<file path="config.mk">
export PLATFORM = sky130hd
export DESIGN_NAME = adaptive_max_pool_1d
export DESIGN_NICKNAME = d
export VERILOG_FILES = /design/src/rtl/core/amp_pkg.sv /design/src/rtl/core/adaptive_max_pool_1d.sv /design/src/rtl/core/amp_div.sv /design/src/rtl/core/amp_fold.sv
export SDC_FILE = /design/constraint.sdc
export NUM_CORES = 2
export LEC_CHECK = 0
export ABC_CLOCK_PERIOD_IN_PS = 7000
export BUFFER_PORTS_ARGS = -buffer_cell sky130_fd_sc_hd__clkbuf_2
export CORE_MARGIN = 8
export CORE_UTILIZATION = 30
export CTS_CLUSTER_DIAMETER = 60
export DETAILED_ROUTE_END_ITERATION = 8
export GPL_TIMING_DRIVEN = 0
export PLACE_DENSITY_LB_ADDON = 0.08
export SETUP_SLACK_MARGIN = 0.1
export SLEW_MARGIN = 20
export SYNTH_ARGS = -nofsm -noshare
export SYNTH_HDL_FRONTEND = slang
export SYNTH_HIERARCHICAL = 1
export SYNTH_SLANG_ARGS = --single-unit
</file>
<file path="constraint.sdc">
create_clock -name clk -period 7 [get_ports clk]
set_clock_uncertainty 0.1 [all_clocks]
set_input_delay 0.35 -clock clk [delete_from_list [all_inputs] [get_ports clk]]
set_output_delay 0.35 -clock clk [all_outputs]
set_load 0.005 [all_outputs]
</file>
<file path="src/rtl/core/amp_pkg.sv">
// ----------------------------------------------------------------------------
// amp_pkg: shared types, constants and float helpers for adaptive max pooling
// Format codes, register map and the numeric compare used by the window max.
// ----------------------------------------------------------------------------
`default_nettype none

package amp_pkg;

	localparam int LENGTH_BITS_DEF = 16;
	localparam int DATA_W          = 64;
	localparam int INDEX_W         = 16;
	localparam int ADDR_W          = 4;
	localparam int PDATA_W         = 32;

	typedef enum logic [1:0] {
		FMT_F32  = 2'd0,
		FMT_F16  = 2'd1,
		FMT_BF16 = 2'd2,
		FMT_F64  = 2'd3
	} fmt_t;

	typedef enum logic [1:0] {
		REG_INPUT_LENGTH  = 2'd0,
		REG_OUTPUT_LENGTH = 2'd1,
		REG_DATA_FORMAT   = 2'd2,
		REG_NONE          = 2'd3
	} reg_idx_t;

	// keep only the bits of the selected format
	function automatic logic [DATA_W-1:0] fmt_mask(logic [DATA_W-1:0] v, fmt_t f);
		case (f)
			FMT_F32:           return {32'b0, v[31:0]};
			FMT_F16, FMT_BF16: return {48'b0, v[15:0]};
			default:           return v;
		endcase
	endfunction

	function automatic logic [DATA_W-2:0] fmt_mag(logic [DATA_W-1:0] v, fmt_t f);
		case (f)
			FMT_F32:           return {32'b0, v[30:0]};
			FMT_F16, FMT_BF16: return {48'b0, v[14:0]};
			default:           return v[62:0];
		endcase
	endfunction

	function automatic logic fmt_sign(logic [DATA_W-1:0] v, fmt_t f);
		case (f)
			FMT_F32:           return v[31];
			FMT_F16, FMT_BF16: return v[15];
			default:           return v[63];
		endcase
	endfunction

	function automatic logic [DATA_W-2:0] fmt_inf(fmt_t f);
		case (f)
			FMT_F32:  return 63'h7F80_0000;
			FMT_F16:  return 63'h7C00;
			FMT_BF16: return 63'h7F80;
			default:  return 63'h7FF0_0000_0000_0000;
		endcase
	endfunction

	function automatic logic is_nan(logic [DATA_W-1:0] v, fmt_t f);
		return fmt_mag(v, f) > fmt_inf(f);
	endfunction

	// a > b as numbers, neither a NaN; the two zeros compare equal
	function automatic logic fp_greater(logic [DATA_W-1:0] a, logic [DATA_W-1:0] b,
		fmt_t f);
		logic [DATA_W-2:0] ma;
		logic [DATA_W-2:0] mb;
		logic              na;
		logic              nb;
		ma = fmt_mag(a, f);
		mb = fmt_mag(b, f);
		na = fmt_sign(a, f);
		nb = fmt_sign(b, f);
		if (ma == '0 && mb == '0) return 1'b0;
		if (na != nb) return nb;
		return na ? (ma < mb) : (ma > mb);
	endfunction

endpackage

`default_nettype wire

</file>
<file path="src/rtl/core/adaptive_max_pool_1d.sv">
// ----------------------------------------------------------------------------
// adaptive_max_pool_1d: streaming adaptive 1-D max pooling
// Rows of L samples in, one window maximum out per window end.
// ----------------------------------------------------------------------------
// Usage:
//  - Input channel (in_valid/in_stall, sample_bits): one sample per transfer,
//    rows back to back. Output channel (out_valid/out_stall) carries
//    pooled_bits, window_index, row_done and config_error.
//  - Throughput: one sample per cycle while in_stall is low. A sample is
//    registered, then folded into the running maxima as it moves to the
//    result register that drives out_valid.
//  - Configuration over APB: 0x0 row length L, 0x4 window count O,
//    0x8 data_format. Each write starts a divider run, from a register set
//    by the write, that yields L/O and L%O; in_stall is high from the access
//    cycle until the run ends, and the row then restarts at sample 0.
//  - Reset: L = O = 1, f32, row at its start; no divider run is needed.
//  - When the receiver stalls the result register holds, the input register
//    fills, and in_stall rises until the result is taken.
//  - Invalid lengths (O > L or zero): one result per row with config_error.
// ----------------------------------------------------------------------------
`default_nettype none

module adaptive_max_pool_1d import amp_pkg::*; #(
	parameter int LENGTH_BITS = LENGTH_BITS_DEF
) (
	input  wire logic               clk,
	input  wire logic               arst_n,
	// APB config
	input  wire logic               psel,
	input  wire logic               penable,
	input  wire logic               pwrite,
	input  wire logic [ADDR_W-1:0]  paddr,
	input  wire logic [PDATA_W-1:0] pwdata,
	output logic [PDATA_W-1:0]      prdata,
	output logic                    pready,
	// sample input
	input  wire logic               in_valid,
	output logic                    in_stall,
	input  wire logic [DATA_W-1:0]  sample_bits,
	// result output
	output logic                    out_valid,
	input  wire logic               out_stall,
	output logic [DATA_W-1:0]       pooled_bits,
	output logic [INDEX_W-1:0]      window_index,
	output logic                    row_done,
	output logic                    config_error
);

	localparam int W = LENGTH_BITS;

	// config registers
	logic [W-1:0] in_len_q;
	logic [W-1:0] out_len_q;
	fmt_t         fmt_q;

	// divider results: step quotient and remainder
	logic         div_start_q;
	logic         div_busy;
	logic         div_done;
	logic [W-1:0] sq;
	logic [W-1:0] sr;

	// row state
	logic [W-1:0]      pos_q;
	logic [W-1:0]      wcnt_q;
	logic [DATA_W-1:0] cur_max_q;
	logic              cur_vld_q;
	logic [DATA_W-1:0] nxt_max_q;
	logic              nxt_vld_q;
	logic [W-1:0]      wend_q;
	logic [W-1:0]      erem_q;
	logic [W-1:0]      nstart_q;
	logic [W-1:0]      srem_q;

	// input register
	logic              vld_s1;
	logic [DATA_W-1:0] smp_s1;

	// result register
	logic              vld_s2;
	logic [DATA_W-1:0] pooled_s2;
	logic [W-1:0]      widx_s2;
	logic              rdone_s2;
	logic              cerr_s2;

	logic cfg_wr;
	logic adv;
	logic bad;

	assign pready = 1'b1;
	assign cfg_wr = psel && penable && pwrite && (reg_idx_t'(paddr[3:2]) != REG_NONE);

	always_comb begin
		case (reg_idx_t'(paddr[3:2]))
			REG_INPUT_LENGTH:  prdata = PDATA_W'(in_len_q);
			REG_OUTPUT_LENGTH: prdata = PDATA_W'(out_len_q);
			REG_DATA_FORMAT:   prdata = PDATA_W'(fmt_q);
			default:           prdata = '0;
		endcase
	end

	always_ff @(posedge clk or negedge arst_n) begin
		if (!arst_n) begin
			in_len_q  <= W'(1);
			out_len_q <= W'(1);
			fmt_q     <= FMT_F32;
		end else if (cfg_wr) begin
			case (reg_idx_t'(paddr[3:2]))
				REG_INPUT_LENGTH:  in_len_q  <= pwdata[W-1:0];
				REG_OUTPUT_LENGTH: out_len_q <= pwdata[W-1:0];
				REG_DATA_FORMAT:   fmt_q     <= fmt_t'(pwdata[1:0]);
				default:           ;
			endcase
		end
	end

	// divider starts once the written value sits in its register
	always_ff @(posedge clk or negedge arst_n) begin
		if (!arst_n) begin
			div_start_q <= 1'b0;
		end else begin
			div_start_q <= cfg_wr;
		end
	end

	amp_div #(.LENGTH_BITS(W)) u_div (
		.clk      (clk),
		.arst_n   (arst_n),
		.start    (div_start_q),
		.dividend (in_len_q),
		.divisor  (out_len_q),
		.busy     (div_busy),
		.done     (div_done),
		.quot     (sq),
		.rem      (sr)
	);

	assign bad = (out_len_q == '0) || (in_len_q == '0) || (out_len_q > in_len_q);

	// handshakes: s1 moves on when the result register is free or drains
	assign adv      = !vld_s2 || !out_stall;
	assign in_stall = div_busy || cfg_wr || div_start_q || (vld_s1 && !adv);

	always_ff @(posedge clk or negedge arst_n) begin
		if (!arst_n) begin
			vld_s1 <= 1'b0;
		end else if (!in_stall) begin
			vld_s1 <= in_valid;
		end else if (adv) begin
			vld_s1 <= 1'b0;
		end
	end

	always_ff @(posedge clk) begin
		if (!in_stall && in_valid) begin
			smp_s1 <= fmt_mask(sample_bits, fmt_q);
		end
	end

	// running maxima
	logic [DATA_W-1:0] cur_fold;
	logic [DATA_W-1:0] nxt_fold;

	amp_fold u_fold_cur (
		.acc       (cur_max_q),
		.acc_valid (cur_vld_q),
		.sample    (smp_s1),
		.fmt       (fmt_q),
		.acc_next  (cur_fold)
	);

	amp_fold u_fold_nxt (
		.acc       (nxt_max_q),
		.acc_valid (nxt_vld_q),
		.sample    (smp_s1),
		.fmt       (fmt_q),
		.acc_next  (nxt_fold)
	);

	// row-start bounds: ceil and floor of L/O with their remainders
	logic [W-1:0] rs_wend;
	logic [W-1:0] rs_erem;
	logic [W-1:0] rs_nstart;
	logic [W-1:0] rs_srem;

	always_comb begin
		if (bad) begin
			rs_wend   = '0;
			rs_erem   = '0;
			rs_nstart = '0;
			rs_srem   = '0;
		end else begin
			rs_wend   = sq + W'(sr != '0);
			rs_erem   = (sr == '0) ? (out_len_q - W'(1)) : (sr - W'(1));
			rs_nstart = sq;
			rs_srem   = sr;
		end
	end

	// per-sample decisions
	logic [W:0]   pos_inc;
	logic [W:0]   wcnt_inc;
	logic [W:0]   rowlen;
	logic         take_nxt;
	logic         win_end;
	logic         last_win;
	logic         row_end;
	logic [W:0]   esum;
	logic [W:0]   ssum;
	logic         ecy;
	logic         scy;

	assign pos_inc  = {1'b0, pos_q} + (W+1)'(1);
	assign wcnt_inc = {1'b0, wcnt_q} + (W+1)'(1);
	assign rowlen   = (in_len_q == '0) ? (W+1)'(1) : {1'b0, in_len_q};
	assign take_nxt = (wcnt_inc < {1'b0, out_len_q}) && (pos_q >= nstart_q);
	assign win_end  = pos_inc >= {1'b0, wend_q};
	assign last_win = wcnt_inc >= {1'b0, out_len_q};
	assign row_end  = pos_inc >= rowlen;
	assign esum     = {1'b0, erem_q} + {1'b0, sr};
	assign ssum     = {1'b0, srem_q} + {1'b0, sr};
	assign ecy      = esum >= {1'b0, out_len_q};
	assign scy      = ssum >= {1'b0, out_len_q};

	logic fire;
	assign fire = vld_s1 && adv;

	always_ff @(posedge clk or negedge arst_n) begin
		if (!arst_n) begin
			pos_q     <= '0;
			wcnt_q    <= '0;
			cur_max_q <= '0;
			cur_vld_q <= 1'b0;
			nxt_max_q <= '0;
			nxt_vld_q <= 1'b0;
			wend_q    <= W'(1);
			erem_q    <= '0;
			nstart_q  <= W'(1);
			srem_q    <= '0;
		end else if (div_done || (fire && (row_end || (!bad && win_end && last_win)))) begin
			pos_q     <= '0;
			wcnt_q    <= '0;
			cur_max_q <= '0;
			cur_vld_q <= 1'b0;
			nxt_max_q <= '0;
			nxt_vld_q <= 1'b0;
			wend_q    <= rs_wend;
			erem_q    <= rs_erem;
			nstart_q  <= rs_nstart;
			srem_q    <= rs_srem;
		end else if (fire) begin
			pos_q <= pos_inc[W-1:0];
			if (!bad) begin
				if (win_end) begin
					// hand the next window's maximum over and step both bounds
					cur_max_q <= take_nxt ? nxt_fold : nxt_max_q;
					cur_vld_q <= take_nxt || nxt_vld_q;
					nxt_max_q <= '0;
					nxt_vld_q <= 1'b0;
					wcnt_q    <= wcnt_inc[W-1:0];
					wend_q    <= wend_q + sq + W'(ecy);
					erem_q    <= ecy ? W'(esum - {1'b0, out_len_q}) : esum[W-1:0];
					nstart_q  <= nstart_q + sq + W'(scy);
					srem_q    <= scy ? W'(ssum - {1'b0, out_len_q}) : ssum[W-1:0];
				end else begin
					cur_max_q <= cur_fold;
					cur_vld_q <= 1'b1;
					if (take_nxt) begin
						nxt_max_q <= nxt_fold;
						nxt_vld_q <= 1'b1;
					end
				end
			end
		end
	end

	// result register
	always_ff @(posedge clk or negedge arst_n) begin
		if (!arst_n) begin
			vld_s2 <= 1'b0;
		end else if (adv) begin
			vld_s2 <= vld_s1 && (bad ? row_end : win_end);
		end
	end

	always_ff @(posedge clk) begin
		if (fire) begin
			if (bad) begin
				pooled_s2 <= '0;
				widx_s2   <= '0;
				rdone_s2  <= 1'b1;
				cerr_s2   <= 1'b1;
			end else begin
				pooled_s2 <= cur_fold;
				widx_s2   <= wcnt_q;
				rdone_s2  <= last_win;
				cerr_s2   <= 1'b0;
			end
		end
	end

	assign out_valid    = vld_s2;
	assign pooled_bits  = pooled_s2;
	assign window_index = INDEX_W'(widx_s2);
	assign row_done     = rdone_s2;
	assign config_error = cerr_s2;

endmodule

`default_nettype wire

</file>
<file path="src/rtl/core/amp_div.sv">
// ----------------------------------------------------------------------------
// amp_div: restoring divider for the window step
// One quotient bit per cycle while busy; yields L/O and L%O and pulses done.
// ----------------------------------------------------------------------------
`default_nettype none

module amp_div import amp_pkg::*; #(
	parameter int LENGTH_BITS = LENGTH_BITS_DEF
) (
	input  wire logic                   clk,
	input  wire logic                   arst_n,
	input  wire logic                   start,
	input  wire logic [LENGTH_BITS-1:0] dividend,
	input  wire logic [LENGTH_BITS-1:0] divisor,
	output logic                        busy,
	output logic                        done,
	output logic [LENGTH_BITS-1:0]      quot,
	output logic [LENGTH_BITS-1:0]      rem
);

	localparam int CW = $clog2(LENGTH_BITS + 1);

	logic [CW-1:0]          cnt_q;
	logic                   busy_q;
	logic                   done_q;
	logic [LENGTH_BITS:0]   rem_q;
	logic [LENGTH_BITS-1:0] quot_q;
	logic [LENGTH_BITS:0]   rem_sh;
	logic                   ge;

	assign rem_sh = {rem_q[LENGTH_BITS-1:0], quot_q[LENGTH_BITS-1]};
	assign ge     = rem_sh >= {1'b0, divisor};

	always_ff @(posedge clk or negedge arst_n) begin
		if (!arst_n) begin
			cnt_q  <= '0;
			busy_q <= 1'b0;
			done_q <= 1'b0;
			rem_q  <= '0;
			quot_q <= LENGTH_BITS'(1);
		end else begin
			done_q <= 1'b0;
			if (start) begin
				busy_q <= 1'b1;
				cnt_q  <= CW'(LENGTH_BITS);
				rem_q  <= '0;
				quot_q <= dividend;
			end else if (busy_q) begin
				rem_q  <= ge ? (rem_sh - {1'b0, divisor}) : rem_sh;
				quot_q <= {quot_q[LENGTH_BITS-2:0], ge};
				cnt_q  <= cnt_q - CW'(1);
				if (cnt_q == CW'(1)) begin
					busy_q <= 1'b0;
					done_q <= 1'b1;
				end
			end
		end
	end

	assign busy = busy_q;
	assign done = done_q;
	assign quot = quot_q;
	assign rem  = rem_q[LENGTH_BITS-1:0];

endmodule

`default_nettype wire

</file>
<file path="src/rtl/core/amp_fold.sv">
// ----------------------------------------------------------------------------
// amp_fold: one step of a running maximum
// First sample loads; a held NaN sticks; a NaN or larger sample replaces.
// ----------------------------------------------------------------------------
`default_nettype none

module amp_fold import amp_pkg::*; (
	input  wire logic [DATA_W-1:0] acc,
	input  wire logic              acc_valid,
	input  wire logic [DATA_W-1:0] sample,
	input  wire fmt_t              fmt,
	output logic [DATA_W-1:0]      acc_next
);

	always_comb begin
		acc_next = acc;
		if (!acc_valid) begin
			acc_next = sample;
		end else if (!is_nan(acc, fmt)) begin
			if (is_nan(sample, fmt) || fp_greater(sample, acc, fmt)) begin
				acc_next = sample;
			end
		end
	end

endmodule

`default_nettype wire

</file>
==> qor.txt <==
routed via count - 30,900
Die Ht - 358 um
Post-Syn Area per Cell - 9.23 um2
Skew-Pair Late Insertion Delay - 0.63 ns
FMAX - 151 MHz
drt first pass iters - 5
fin nets - 4,700
core area - 116,000 um2
commonest cells in the netlist - 393 x ha_1, 317 x nand2_1, 297 x dfrtp_1, 250 x o21ai_0, 228 x a21oi_1
synthesis-to-finish area growth - 19.0%
cell with the most instances after synthesis - ha_1
vias per inst - 5.35
CTS Root Cell - clkbuf_16
post-synthesis register bit count - 448
PortBufs - 188
Final Instance Area - 41,800 um2
fin crit period - 6.62 ns
GR Overflow Total - 0
row cnt - 125
most used cell along the critical path - a21o_1
cell area after placement - 38,300 um2
Clock Tree Buf Depth - 3
wire per inst - 24.3 um
Int Pwr - 10.6 mW
Post-synth EDFFs - 146
Worst Max-Slew Pin Slew - 1.11 ns
global-route wire length before repair - 207,000 um
depth of the CTS H-tree - 3
Post-synth top flop - dfrtp_1
GR Util All Layers - 21.3%
largest net degree at the start of global routing - 80
WP data arrival - 7.06 ns
RSZ-0062 raised after global routing - true
cts bufs inserted - 71
maximum vdd drop - 0.259 mV
Critical Path RT - 7.44 ns
Flop pwr share - 23.2%
Slew HR - 26.2%
Net Sw Power - 9.22 mW
fin cells - 5,774
Placed Cells - 5,546
cell area after synthesis - 35,200 um2
Post-Route WL - 140,000 um
Yosys top cell area share - 21.1%
1st-iter DRT viols - 2,215
synth unique cells - 96
Yosys warning total - 6
# fillers - 12,000
antenna viol nets, final - 0
final setup fails - 0
post-route clock period utilization - 94.6%
die area - 128,000 um2
slowest stage cell, crit path - dfrtp_4
setup_tns - 0 ns
Clock power frac - 18.7%
Starting Density - 30.3%
Post-synth ARST share - 67.4%
CP Launch Type - register
Die W - 358 um
Hold WC Path Type - in2reg
Crit Path Class - reg2reg
drt drc - 0
combinational fraction of design power - 58.1%
Fin Hold WS - 0.0579 ns
IO Pins - 224
vias in the first global route - 31,300
sequential-to-total area share from yosys stat - 34.0%
Hold Violations, Final - 0
initial antenna violation count - 6
HPWL after DPL - 108,000 um
pwr dens - 472 nW/um2
sw frac - 46.6%
clock tree sinks - 448
status - finished, final reports clean
Clock transition at path regs - 0.06 ns
dominant cells by area after synthesis - dfrtp_1 21%, ha_1 14%, edfxtp_1 12%
CTS tree - built
Max FO, Critical Path - 9
Crit. End Element - register
Placer Congestion - 0.877
max_cap viols - 0
worst stage delay on the critical path - 0.57 ns
leading area contributor after synthesis - dfrtp_1
layout cells sized above 1 - 11.3%
Final Max Slew Viols - 0
Mapped Cells - 3,811
Static Leak - 18.7 nW
==> repair_timing <==
action                     in CTS  in global routing
resized for setup              19                 29
buffers inserted                7                  4
hold buffers                   85                  0
setup endpoints to repair     145                118
hold endpoints to repair      171                  0
pin swaps                       7                  6
==> sequential cells by signal, indices dropped and copies added, names as in the netlist, 5 cells and up <==
name          cells
wcnt_q           16
cur_max_q        64
pos_q            16
wend_q           16
nstart_q         16
nxt_max_q        64
out_len_q        16
smp_s1           64
u_div/quot       16
pooled_bits      64
srem_q           16
window_index     16
u_div/rem_q      16
in_len_q         16
erem_q           16
u_div/cnt_q       5
==> cell usage in the layout (no fill, tap or decap), types with 24 or more instances in the layout <==
master         netlist  layout
and3_1              66      66
xnor2_1             88      88
nor2_1             193     190
a22oi_1             82      82
and2_1             198     197
inv_1              204     203
nor2b_1             25      25
nor3_1              63      60
buf_4               19      29
clkbuf_16            0      75
nand4_1             78      78
mux2_2              24      24
a21oi_1            228     224
nand3_1             94      93
o21ai_0            250     246
nand2_1            317     316
clkbuf_1           125     132
dfrtp_1            297     293
a21o_1              67      67
a211oi_1            41      39
xor2_1              46      46
nor4_1              82      79
o211ai_1            30      30
mux2i_1            112     112
o21a_1              27      26
mux2_1             110     110
a31oi_1             44      44
ha_1               393     393
edfxtp_1           146     146
a22o_1              69      69
clkbuf_2             0     194
dlygate4sd3_1        0      85
==> layer usage <==
metal / up-vias / part of all wire [%] / track usage [%]
li1: 14900 / - / -
met1: 15100 / 45 / 28.5
met2: 788 / 47 / 36.0
met3: 199 / 4.4 / 2.72
met4: 0 / 3.2 / 6.00
met5: - / 0 / 0
==> critical path: cells and delay by family, from the launching register on <==
family	cells	cell delay [ns]
DFF	1	0.57
buffers and inverters	1	0.16
and+or+nand+nor	6	1.29
xor gates and xnor gates	2	0.30
AOI/OAI and AO/OA	13	2.81
adders and majority gates	4	1.29
==> power groups by stage <==
stage               registers (mW)  logic [mW]  clock network (mW)
floorplan                     4.08        8.02                   0
global placement              4.64        11.1                   0
detailed placement            4.61        11.1                   0
CTS                           4.57        11.3                3.80
global route                  4.66        12.7                3.89
finish                        4.58        11.5                3.70
==> stage by stage <==
stage | utilization, % | power (mW) | setup WS (ns)
floorplan | - | 12.1 | 0.925
global placement | 32.8 | 15.7 | -2.38
detailed placement | 33.0 | 15.7 | -0.847
CTS | 35.9 | 19.7 | 0.0140
global route | 36.0 | 21.3 | 0.0735
finish | 36.0 | 19.8 | 0.380
==> final timing paths <==
| kind | from | slack [ns] | endpoint | cells after the start |
|---|---|---|---|---|
| worst min-delay path | paddr[2] | 0.06 | div_start_q | 2 |
| worst min register to register | erem_q[12] | 0.38 | erem_q[12] | 2 |
| worst max-delay path | u_div/rem_q[0] | 0.38 | wend_q[15] | 26 |
| min in group asynchronous | arst_n | 0.23 | out_len_q[4] | 3 |
| max in group asynchronous | arst_n | 5.72 | cur_max_q[30] | 4 |
| worst max register to register | u_div/rem_q[0] | 0.38 | wend_q[15] | 26 |
==> kinds of logic after synthesis <==
| logic type | after synthesis | share of synthesized area, % |
|---|---|---|
| AO/OA/AOI/OAI | 981 | 18.3 |
| XOR/XNOR | 134 | 3.34 |
| adder cells (fa/ha/maj) | 402 | 14.5 |
| buffers and inverters | 390 | 4.79 |
| flip-flops | 448 | 34.0 |
| multiplexers | 246 | 7.48 |
| other | 2 | 0.0214 |
| AND/OR/NAND/NOR | 1208 | 17.6 |
==> layout make-up <==
class | instances | area [um2] | share of cell area [%]
Inverter | 206 | 773 | 1.85
Timing Repair Buffer | 292 | 2090 | 4.99
Clock buffer | 95 | 2000 | 4.78
Tap cell | 1524 | 1910 | 4.56
Buffer | 184 | 930 | 2.22
Clock inverter | 34 | 430 | 1.03
Sequential cell | 448 | 12000 | 28.6
Multi-Input combinational cell | 2988 | 21800 | 52.0
Antenna cell | 3 | 7.51 | 0.0179
No activity file was read; power rests on OpenSTA's default activity.
